**src/design/inverse_transform_8x8_add_top_macros.svh**
```systemverilog
// ----------------------------------------------------------------------------
// Assertion macros shared by the inverse transform block.
// ----------------------------------------------------------------------------
`ifndef INVERSE_TRANSFORM_8X8_ADD_TOP_MACROS_SVH
`define INVERSE_TRANSFORM_8X8_ADD_TOP_MACROS_SVH

// Concurrent check on the rising clock edge, off while reset is asserted.
`define ITX8_ASSERT(name, prop, msg) \
  name: assert property (@(posedge clk_i) disable iff (!rst_ni) (prop)) else $error(msg);

// Concurrent check of a consequence in the cycle after its antecedent.
`define ITX8_ASSERT_NEXT(name, ante, cons, msg) \
  `ITX8_ASSERT(name, (ante) |=> (cons), msg)

`endif

```
**src/design/itx8_pkg.sv**
```systemverilog
// ----------------------------------------------------------------------------
// itx8_pkg
// Types, constants and the control program of the 8x8 inverse transform.
// ----------------------------------------------------------------------------
`timescale 1ns / 1ps

package itx8_pkg;

  localparam int BlockSize = 64;
  localparam int LineLen   = 8;
  localparam int IdxW      = $clog2(BlockSize);
  localparam int LineW     = $clog2(LineLen);
  localparam int PassW     = LineW + 1;
  localparam int StoreW    = 24;
  localparam int CalcW     = 28;
  localparam int PcW       = 4;

  localparam logic [IdxW-1:0]  LastIdx  = IdxW'(BlockSize - 1);
  localparam logic [LineW-1:0] LastElem = LineW'(LineLen - 1);
  localparam logic [PassW-1:0] LastPass = PassW'(2 * LineLen - 1);

  localparam logic [PcW-1:0] StLoad  = 4'd0;
  localparam logic [PcW-1:0] StRead  = 4'd1;
  localparam logic [PcW-1:0] StGap   = 4'd2;
  localparam logic [PcW-1:0] StBf1   = 4'd3;
  localparam logic [PcW-1:0] StBf2   = 4'd4;
  localparam logic [PcW-1:0] StBf3   = 4'd5;
  localparam logic [PcW-1:0] StWrite = 4'd6;
  localparam logic [PcW-1:0] StNext  = 4'd7;
  localparam logic [PcW-1:0] StEmit  = 4'd8;
  localparam logic [PcW-1:0] StWrap  = 4'd9;

  typedef enum logic [3:0] {
    OP_LOAD,
    OP_READ,
    OP_NOP,
    OP_BF1,
    OP_BF2,
    OP_BF3,
    OP_WRITE,
    OP_NEXT,
    OP_EMIT
  } op_e;

  typedef enum logic [2:0] {
    COND_ADVANCE,
    COND_LAST_REQ,
    COND_LINE_END,
    COND_LAST_PASS,
    COND_LAST_PIXEL,
    COND_JUMP
  } cond_e;

  typedef struct packed {
    op_e            op;
    cond_e          cond;
    logic [PcW-1:0] target;
  } ucode_t;

  typedef struct packed {
    logic signed [15:0] coefficient;
    logic [7:0]         predicted_pixel;
  } req_t;

  typedef struct packed {
    logic [7:0] pixel;
    logic       last_of_block;
  } result_t;

  // Each step advances when its condition holds and otherwise goes to target.
  function automatic ucode_t ucode(input logic [PcW-1:0] pc);
    ucode_t w;
    case (pc)
      StLoad:  w = '{op: OP_LOAD,  cond: COND_LAST_REQ,   target: StLoad};
      StRead:  w = '{op: OP_READ,  cond: COND_LINE_END,   target: StRead};
      StGap:   w = '{op: OP_NOP,   cond: COND_ADVANCE,    target: StGap};
      StBf1:   w = '{op: OP_BF1,   cond: COND_ADVANCE,    target: StBf1};
      StBf2:   w = '{op: OP_BF2,   cond: COND_ADVANCE,    target: StBf2};
      StBf3:   w = '{op: OP_BF3,   cond: COND_ADVANCE,    target: StBf3};
      StWrite: w = '{op: OP_WRITE, cond: COND_LINE_END,   target: StWrite};
      StNext:  w = '{op: OP_NEXT,  cond: COND_LAST_PASS,  target: StRead};
      StEmit:  w = '{op: OP_EMIT,  cond: COND_LAST_PIXEL, target: StEmit};
      StWrap:  w = '{op: OP_NOP,   cond: COND_JUMP,       target: StLoad};
      default: w = '{op: OP_NOP,   cond: COND_JUMP,       target: StLoad};
    endcase
    return w;
  endfunction

  // Rows come first, then columns.
  function automatic logic [IdxW-1:0] line_addr(input logic [PassW-1:0] pass,
                                                input logic [LineW-1:0] elem);
    logic [IdxW-1:0] a;
    if (pass[PassW-1]) begin
      a = {elem, pass[LineW-1:0]};
    end else begin
      a = {pass[LineW-1:0], elem};
    end
    return a;
  endfunction

endpackage

```
**src/design/inverse_transform_8x8_add_top.sv**
```systemverilog
// ----------------------------------------------------------------------------
// inverse_transform_8x8_add_top: 8x8 inverse integer transform with prediction add.
// One request per cycle while idle until 64 are in, then 16 line passes,
// bound by the single read and write port of the working store.
// Pixels then come out one per cycle. Reset clears the sequencer; the stores
// are not reset.
// ----------------------------------------------------------------------------
`timescale 1ns / 1ps

`include "inverse_transform_8x8_add_top_macros.svh"

module inverse_transform_8x8_add_top (
  input  logic              clk_i,
  input  logic              rst_ni,
  input  logic              start,
  output logic              busy,
  input  itx8_pkg::req_t    req_i,
  output logic              result_strobe_o,
  output itx8_pkg::result_t result_o
);

  import itx8_pkg::*;

  logic [PcW-1:0]   pc_q, pc_d;
  logic [IdxW-1:0]  cnt_q, cnt_d;
  logic [PassW-1:0] pass_q, pass_d;
  ucode_t           uw;
  logic             accept;
  logic             cond_met;

  logic                    rd_pend_q;
  logic [LineW-1:0]        rd_idx_q;
  logic signed [StoreW-1:0] x_q [LineLen];

  logic signed [CalcW-1:0] xe [LineLen];
  logic signed [CalcW-1:0] e0_q, e1_q, e2_q, e3_q;
  logic signed [CalcW-1:0] o1_q, o3_q, o5_q, o7_q;
  logic signed [CalcW-1:0] f0_q, f1_q, f2_q, f3_q;
  logic signed [CalcW-1:0] g1_q, g3_q, g5_q, g7_q;

  logic                     ws_we;
  logic [IdxW-1:0]          ws_waddr;
  logic [StoreW-1:0]        ws_wdata;
  logic [IdxW-1:0]          ws_raddr;
  logic [StoreW-1:0]        ws_rdata;
  logic [7:0]               ps_rdata;

  logic                     em_pend_q;
  logic                     em_last_q;
  logic signed [StoreW:0]   wsum;
  logic signed [18:0]       rnd;
  logic signed [19:0]       recon;
  logic [7:0]               pix;
  logic                     strobe_q;
  result_t                  result_q;

  assign uw     = ucode(pc_q);
  assign busy   = (pc_q != StLoad);
  assign accept = start && !busy;

  always_comb begin
    case (uw.cond)
      COND_ADVANCE:    cond_met = 1'b1;
      COND_LAST_REQ:   cond_met = accept && (cnt_q == LastIdx);
      COND_LINE_END:   cond_met = (cnt_q[LineW-1:0] == LastElem);
      COND_LAST_PASS:  cond_met = (pass_q == LastPass);
      COND_LAST_PIXEL: cond_met = (cnt_q == LastIdx);
      COND_JUMP:       cond_met = 1'b0;
      default:         cond_met = 1'b0;
    endcase
  end

  always_comb begin
    pc_d = cond_met ? pc_q + 4'd1 : uw.target;
  end

  always_comb begin
    cnt_d  = cnt_q;
    pass_d = pass_q;
    case (uw.op)
      OP_LOAD: begin
        if (accept) begin
          cnt_d = cnt_q + 6'd1;
        end
      end
      OP_READ, OP_WRITE: begin
        cnt_d = {cnt_q[IdxW-1:LineW], cnt_q[LineW-1:0] + 3'd1};
      end
      OP_NEXT: begin
        pass_d = pass_q + 4'd1;
      end
      OP_EMIT: begin
        cnt_d = cnt_q + 6'd1;
      end
      default: begin
        cnt_d  = cnt_q;
        pass_d = pass_q;
      end
    endcase
  end

  always_ff @(posedge clk_i or negedge rst_ni) begin
    if (!rst_ni) begin
      pc_q      <= StLoad;
      cnt_q     <= '0;
      pass_q    <= '0;
      rd_pend_q <= 1'b0;
      em_pend_q <= 1'b0;
      strobe_q  <= 1'b0;
    end else begin
      pc_q      <= pc_d;
      cnt_q     <= cnt_d;
      pass_q    <= pass_d;
      rd_pend_q <= (uw.op == OP_READ);
      em_pend_q <= (uw.op == OP_EMIT);
      strobe_q  <= em_pend_q;
    end
  end

  always_comb begin
    ws_we    = 1'b0;
    ws_waddr = cnt_q;
    ws_wdata = StoreW'(req_i.coefficient);
    if (uw.op == OP_LOAD) begin
      ws_we = accept;
    end else if (uw.op == OP_WRITE) begin
      ws_we    = 1'b1;
      ws_waddr = line_addr(pass_q, cnt_q[LineW-1:0]);
      ws_wdata = x_q[cnt_q[LineW-1:0]];
    end
    ws_raddr = (uw.op == OP_EMIT) ? cnt_q : line_addr(pass_q, cnt_q[LineW-1:0]);
  end

  itx8_ram #(
    .Width(StoreW),
    .Depth(BlockSize)
  ) u_work_ram (
    .clk_i  (clk_i),
    .we_i   (ws_we),
    .waddr_i(ws_waddr),
    .wdata_i(ws_wdata),
    .raddr_i(ws_raddr),
    .rdata_o(ws_rdata)
  );

  itx8_ram #(
    .Width(8),
    .Depth(BlockSize)
  ) u_pred_ram (
    .clk_i  (clk_i),
    .we_i   (accept),
    .waddr_i(cnt_q),
    .wdata_i(req_i.predicted_pixel),
    .raddr_i(cnt_q),
    .rdata_o(ps_rdata)
  );

  always_comb begin
    for (int i = 0; i < LineLen; i++) begin
      xe[i] = CalcW'(x_q[i]);
    end
  end

  always_ff @(posedge clk_i) begin
    rd_idx_q <= cnt_q[LineW-1:0];
    if (rd_pend_q) begin
      x_q[rd_idx_q] <= $signed(ws_rdata);
    end
    if (uw.op == OP_BF1) begin
      e0_q <= xe[0] + xe[4];
      e1_q <= xe[0] - xe[4];
      e2_q <= (xe[2] >>> 1) - xe[6];
      e3_q <= xe[2] + (xe[6] >>> 1);
      o1_q <= xe[5] - xe[3] - xe[7] - (xe[7] >>> 1);
      o3_q <= xe[1] + xe[7] - xe[3] - (xe[3] >>> 1);
      o5_q <= xe[7] - xe[1] + xe[5] + (xe[5] >>> 1);
      o7_q <= xe[3] + xe[5] + xe[1] + (xe[1] >>> 1);
    end
    if (uw.op == OP_BF2) begin
      f0_q <= e0_q + e3_q;
      f1_q <= e1_q + e2_q;
      f2_q <= e1_q - e2_q;
      f3_q <= e0_q - e3_q;
      g1_q <= (o7_q >>> 2) + o1_q;
      g3_q <= o3_q + (o5_q >>> 2);
      g5_q <= (o3_q >>> 2) - o5_q;
      g7_q <= o7_q - (o1_q >>> 2);
    end
    if (uw.op == OP_BF3) begin
      x_q[0] <= StoreW'(f0_q + g7_q);
      x_q[7] <= StoreW'(f0_q - g7_q);
      x_q[1] <= StoreW'(f1_q + g5_q);
      x_q[6] <= StoreW'(f1_q - g5_q);
      x_q[2] <= StoreW'(f2_q + g3_q);
      x_q[5] <= StoreW'(f2_q - g3_q);
      x_q[3] <= StoreW'(f3_q + g1_q);
      x_q[4] <= StoreW'(f3_q - g1_q);
    end
  end

  always_comb begin
    wsum  = (StoreW + 1)'($signed(ws_rdata)) + 25'sd32;
    rnd   = wsum[StoreW:6];
    recon = 20'(rnd) + $signed({12'd0, ps_rdata});
    if (recon < 20'sd0) begin
      pix = 8'd0;
    end else if (recon > 20'sd255) begin
      pix = 8'd255;
    end else begin
      pix = recon[7:0];
    end
  end

  always_ff @(posedge clk_i) begin
    em_last_q <= (cnt_q == LastIdx);
    result_q  <= '{pixel: pix, last_of_block: em_last_q};
  end

  assign result_strobe_o = strobe_q;
  assign result_o        = result_q;

  `ITX8_ASSERT(a_last_pixel_idle, (result_strobe_o && result_o.last_of_block) |-> (pc_q == StLoad), "last pixel of a block while the sequencer is not idle")
  `ITX8_ASSERT(a_capture_in_read, rd_pend_q |-> (pc_q == StRead || pc_q == StGap), "store read data captured outside a line read")
  `ITX8_ASSERT(a_pass_cleared, (pc_q == StLoad || pc_q == StEmit) |-> (pass_q == '0), "pass counter not cleared outside the transform")
  `ITX8_ASSERT(a_line_complete, (pc_q == StBf1) |-> (cnt_q == '0), "butterfly started before a full line was read")
  `ITX8_ASSERT_NEXT(a_emit_strobe, em_pend_q, result_strobe_o, "emitted read did not produce a pixel strobe")

endmodule

```
**src/design/itx8_ram.sv**
```systemverilog
// ----------------------------------------------------------------------------
// itx8_ram
// Simple dual-port RAM: one write port, one read port with registered data.
// ----------------------------------------------------------------------------
`timescale 1ns / 1ps

module itx8_ram #(
  parameter int Width = 8,
  parameter int Depth = 64
) (
  input  logic                     clk_i,
  input  logic                     we_i,
  input  logic [$clog2(Depth)-1:0] waddr_i,
  input  logic [Width-1:0]         wdata_i,
  input  logic [$clog2(Depth)-1:0] raddr_i,
  output logic [Width-1:0]         rdata_o
);

  logic [Width-1:0] mem_q [Depth];
  logic [Width-1:0] rdata_q;

  always_ff @(posedge clk_i) begin
    if (we_i) begin
      mem_q[waddr_i] <= wdata_i;
    end
    rdata_q <= mem_q[raddr_i];
  end

  assign rdata_o = rdata_q;

endmodule

```
**config.mk**
```make
export PLATFORM = sky130hd
export DESIGN_NAME = inverse_transform_8x8_add_top
export DESIGN_NICKNAME = d
export VERILOG_FILES = /design/src/design/itx8_pkg.sv /design/src/design/inverse_transform_8x8_add_top.sv /design/src/design/itx8_ram.sv
export VERILOG_INCLUDE_DIRS = /design/src /design/src/design
export SDC_FILE = /design/constraint.sdc
export NUM_CORES = 2
export LEC_CHECK = 0
export BUFFER_PORTS_ARGS = -buffer_cell sky130_fd_sc_hd__buf_4
export CELL_PAD_IN_SITES_DETAIL_PLACEMENT = 1
export CELL_PAD_IN_SITES_GLOBAL_PLACEMENT = 1
export CORE_UTILIZATION = 30
export DETAILED_ROUTE_END_ITERATION = 10
export GPL_TIMING_DRIVEN = 1
export PLACE_DENSITY = 0.52
export SLEW_MARGIN = 20
export SYNTH_ARGS = -nofsm -noshare
export SYNTH_HDL_FRONTEND = slang
export SYNTH_SLANG_ARGS = --single-unit
```
**constraint.sdc**
```tcl
create_clock -name clk_i -period 47.3 [get_ports clk_i]
set_input_delay 4.73 -clock clk_i [delete_from_list [all_inputs] [get_ports clk_i]]
set_output_delay 4.73 -clock clk_i [all_outputs]
set_load 0.02 [all_outputs]
```
# Word level (Yosys, flattened, before mapping)
# Memories as Yosys holds them, arrays and structs flattened. A register that Yosys moved wholly into a read port is not among the register bits.
# Index checks and enable logic that the tools add are counted.
# word_totals
word_cells,119
in_bits,27
output_inout_bits,11
register_bits,422
n_memories,4
mem_bits_rw,2240
latch_bits,0
rom_bits,176
# memory_table
memory,depth,width,read_ports,rd_clocked_by_memory_dff,write_ports,line_no,text
u_work_ram.mem_q,64,24,1,1,1,itx8_ram.sv:19,logic [Width-1:0] mem_q [Depth];
u_pred_ram.mem_q,64,8,1,1,1,itx8_ram.sv:19,
x_q,8,24,9,0,9,inverse_transform_8x8_add_top.sv:33,logic signed [StoreW-1:0] x_q [LineLen];
(no name shown),16,11,1,0,0,itx8_pkg.sv:73,case (pc)
# classes
n_bitwise,1
n_mux,21
mul,0
n_eq_ne,15
reduce_logical,11
magnitude_cmp,2
shift,0
n_addsub,38
div,0
# ops
op,n
$add A24 B24 Y24,9
$sub A24 B24 Y24,9
$add A25 B24 Y26,2
$add A26 B23 Y26,2
$sub A25 B24 Y26,2
$sub A26 B23 Y26,2
$add A24 B24 Y25,2
$sub A24 B24 Y25,2
$mux W24,2
$mux W6,5
$add A24 B7 Y25 const B,1
$add A24 B23 Y24,1
$sub A23 B24 Y24,1
$add A19 B9 Y20,1
$gt A20 B9 Y1 const B,1
$lt A20 B1 Y1 const B,1
$pmux W6 S3,1
$eq A4 B3 Y1 const B,4
$mux W1,10
$add A4 B1 Y4 const B,2
$eq A4 B4 Y1 const B,2
$mux W8,1
$add A6 B1 Y6 const B,1
$eq A3 B2 Y1 const B,2
20 further kinds,22

# Longest topological paths before layout
# depth
depth_word,6
mapped_depth,17
depth_no_buf,17

# Hierarchy
# A second synthesis with hierarchy kept.
# unflattened
hier_cells,8926
area_unflattened_um2,132696.0
# modules_own_cells
mod,seq_area_each_um2,n_inst,area_each_um2,cells_per_inst
itx8_ram (u_work_ram),46604.7,1,59295.6,2610
inverse_transform_8x8_add_top,18132.4,1,53233.6,5376
itx8_ram (u_pred_ram),15534.9,1,20166.8,940

# Least setup slack after synthesis
# OpenSTA, ideal clock, no wires.
# synth_path
path_type,reg2reg
from,reg pc_q[0]
to,"reg e0_q[0], enable pin"
stages_incl_launch_ff,4
t_arrival_ns,14.100
path_buffers,1
synth_period_minus_slack_ns,15.104
path_slack_ns,32.196
setup_time_ns,1.003
required_time_ns,46.297
path_cell_list,dfrtp_1 -> clkbuf_1 -> nand2_1 -> nor3_1
# synth_between
elab_chain_len,2
# synth_rtl
element,line_no,text
"start, declared",inverse_transform_8x8_add_top.sv:24,"logic [PcW-1:0] pc_q, pc_d;"
"start signal, assigned",inverse_transform_8x8_add_top.sv:104,pc_q <= StLoad;
"start signal, assigned",inverse_transform_8x8_add_top.sv:111,pc_q <= pc_d;
$mem_v2 Z16 W11,--,
$eq A4 B2 Y1,inverse_transform_8x8_add_top.sv:169,if (uw.op == OP_BF1) begin
"end signal, assigned",inverse_transform_8x8_add_top.sv:170,e0_q <= xe[0] + xe[4];
"end, declared",inverse_transform_8x8_add_top.sv:36,"logic signed [CalcW-1:0] e0_q, e1_q, e2_q, e3_q;"
# Every way passes these cells.
# A chain may end at the register's enable or synchronous reset.

# Worst setup path after layout
# layout_path
from,reg pc_q[0]
to,out busy
# layout_between
elab_chain_len,1
# layout_rtl
element,line_no,text
$reduce_bool A4 Y1,inverse_transform_8x8_add_top.sv:58,assign busy = (pc_q != StLoad);
"end, declared",inverse_transform_8x8_add_top.sv:16,"output logic busy,"
# Every way passes these cells.

==> key figures <==
Run status
  – Status: finished clean

Synth
  – #FFs+latches synth: 2691
  – Cell count after synthesis: 9260
  – Most used flip-flop cell after synthesis: edfxtp_1
  – Library cells used by synthesis: 93
  – Yosys top cell area share: 59.5%
  – Syn Nets: 10100
  – Synth warn: 0
  – Post-Synthesis Cell Area: 0.133 sq mm
  – Post-synth ARST share: 0.632%
  – Syn_area_per_cell: 14.3 sq um
  – Seq/Total Area, Yosys: 60.5%
  – Ranking of synthesized cells by area: edfxtp_1, mux4_2, ha_1, fa_1, mux2i_1
  – Leading area contributor after synthesis: edfxtp_1
  – Post-synth EDFFs: 2629

STA
  – Fin crit period: 7.43 ns
  – Fmax: 135 MHz
  – Relative slew slack: 23.9%
  – Least-Margin Pin Slew: 1.14 ns
  – Worst Slack Setup Final: 39.87 ns
  – Slew Viols, Final: 0
  – Setup_tns: 0 ns
  – RSZ-0062 raised after global routing: false
  – WHS: 0.355 ns
  – Fin crit share: 15.7%
  – Clock Skew: 0.107 ns
  – Fin. Hold Viols: 0
  – Setup violators final: 0

Route
  – Via density: 5.21
  – Final WL: 451000 um
  – DR WL/cell: 29.0 um
  – Via count: 81200
  – Post-route ant nets: 0
  – Detailed Routing Iterations Pass 1: 6
  – Initial detailed-routing violation count: 6757
  – DRC viols: 0

Floorplanning
  – Die W: 667 um
  – Top Ports: 38
  – Site Rows: 243
  – Die Ht: 667 um
  – Initial core utilization: 30.2%
  – Core area: 0.439 sq mm
  – Die area: 0.445 sq mm

Critical path
  – Worst path required time: 42.57 ns
  – R2R Setup Slk: 40.01 ns
  – R2r worst-path depth: 15
  – CP Max Fanout: 11
  – Critical path capture point type: output pin
  – Reg2reg end: u_work_ram.rdata_o[22]
  – Setup CP Type: reg2out
  – Worst Path Arrival: 2.70 ns
  – Crit. Startpoint: pc_q[0]
  – CP Launch Type: flip-flop
  – Worst flop-to-flop path startpoint: pc_q[0]

Cells and area
  – Commonest non-fill, non-tap cell in the layout: edfxtp_1
  – Synthesis-to-finish area growth: 14.0%
  – Most frequent cells in the layout: edfxtp_1, inv_1, ha_1
  – Share of layout cells above drive strength 1: 12.9%
  – Fin area: 0.151 sq mm
  – Nets: 10200

Global route
  – Vias in the first global route: 85800
  – Initial antenna violation count: 32
  – GRT Residual Overflow: 0
  – First-pass GRT wire length: 635000 um
  – Largest net degree at the start of global routing: 92
  – GRT Resource Usage Total: 19.8%

CTS
  – Clock Latency Late Sink: 0.98 ns
  – Hold-fix buffers, CTS: 0
  – Resized Gates After CTS: 0
  – CTS Buffer Depth: 4
  – Root Buffer: clkbuf_16
  – CTS Buf Count: 312
  – Clk sinks: 2691
  – Reg clk slew, reported paths: 0.06 ns
  – CTS tree: yes
  – # Post-CTS Setup Buffers: 0
  – CTS H-tree lvls: 5

Hold path
  – HP Class: reg2reg
  – Hold endpoint: result_strobe_o
  – Hold-critical path depth: 0
  – HP Start: em_pend_q

Power and ir drop
  – Power Dens Cells: 33.2 mW/mm^2
  – Leakage power: 53.2 nW
  – Peak supply drop: 0.0314 mV

Placed design
  – Post-Place Setup Slack: 39.40 ns
  – Placed inst area: 0.141 sq mm
  – Port bufs: 37
  – Global placement routability congestion: 0.868
  – DP Wirelength: 315000 um

Run
  – Max-cap violations: 0
sequential cells by signal, summed over array words and instances (netlist names), 26 cells and up:
register and count:
o1_q 26, o3_q 26, o5_q 26, o7_q 26
u_pred_ram.mem_q 512, u_work_ram.mem_q 1536, x_q 192
worst max path at each step:
stage,cells after the start,slack [ns],end
2_1_floorplan,3,32.20,e0_q[0]
3_3_place_gp,5,38.95,u_work_ram.mem_q[7][16]
3_5_place_dp,5,39.40,u_work_ram.mem_q[7][17]
4_1_cts,15,39.46,u_work_ram.rdata_o[18]
5_1_grt,15,39.33,u_work_ram.rdata_o[22]
6_report,5,39.87,busy
cells in the mapped netlist, types with 77 or more instances:
cell type / instances
a31oi_1: 83
mux4_2: 385
a21o_1: 117
edfxtp_1: 2629
nor3_1: 159
inv_1: 635
nor2_1: 620
mux2i_1: 386
a22oi_1: 203
nand3_1: 103
ha_1: 587
nand2_1: 283
nand4_1: 77
o21a_1: 89
xor2_1: 123
a21oi_1: 446
o21bai_1: 81
clkbuf_1: 245
xnor2_1: 355
fa_1: 211
nor2b_1: 79
o21ai_0: 347
power breakdown:
group,total [mW],switching (mW),internal (mW)
clock network,2.43,1.03,1.39
logic,0.0123,0.0110,0.00137
registers,2.58,0,2.58
area by class of cell:
class                           instances  area [sq um]
Fill cell                           45400        288000
Tap cell                             5880          7360
Antenna cell                           16          40.0
Sequential cell                      2691         80300
Clock buffer                          390          8300
Timing Repair Buffer                  227          1780
Inverter                              637          2390
Clock inverter                        174          1870
Multi-Input combinational cell       5551         49300
layer usage:
| layer | up-vias | share of wire [%] | track usage [%] |
|---|---|---|---|
| li1 | 35800 | - | - |
| met1 | 42900 | 45 | 26.8 |
| met2 | 1925 | 48 | 33.2 |
| met3 | 561 | 3.9 | 2.02 |
| met4 | 4 | 3.4 | 6.32 |
| met5 | - | 0.0033 | 0 |
cells by family after synthesis:
group           synth area share, %
simple gates                   5.87
fa+ha+maj                      8.72
compound gates                 9.32
mux                            9.51
buf+inv                        2.94
flops                          60.5
xor+xnor                       3.15
per-stage QoR:
step	total power, mW	cells	util (%)
floorplan	2.63	9260	-
global placement	2.65	15000	32.1
detailed placement	2.65	15000	32.1
CTS	5.08	15600	34.4
global route	5.15	15600	34.4
finish	5.02	15600	34.4
critical path: stages (launching register included):
cell and delay (ns):
dfrtp_1 0.52, inv_1 0.20, ha_1 0.17, nor2b_1 0.35, nand2b_1 0.26, buf_4 0.26
Note: power is estimated with default switching activity, not from simulation.
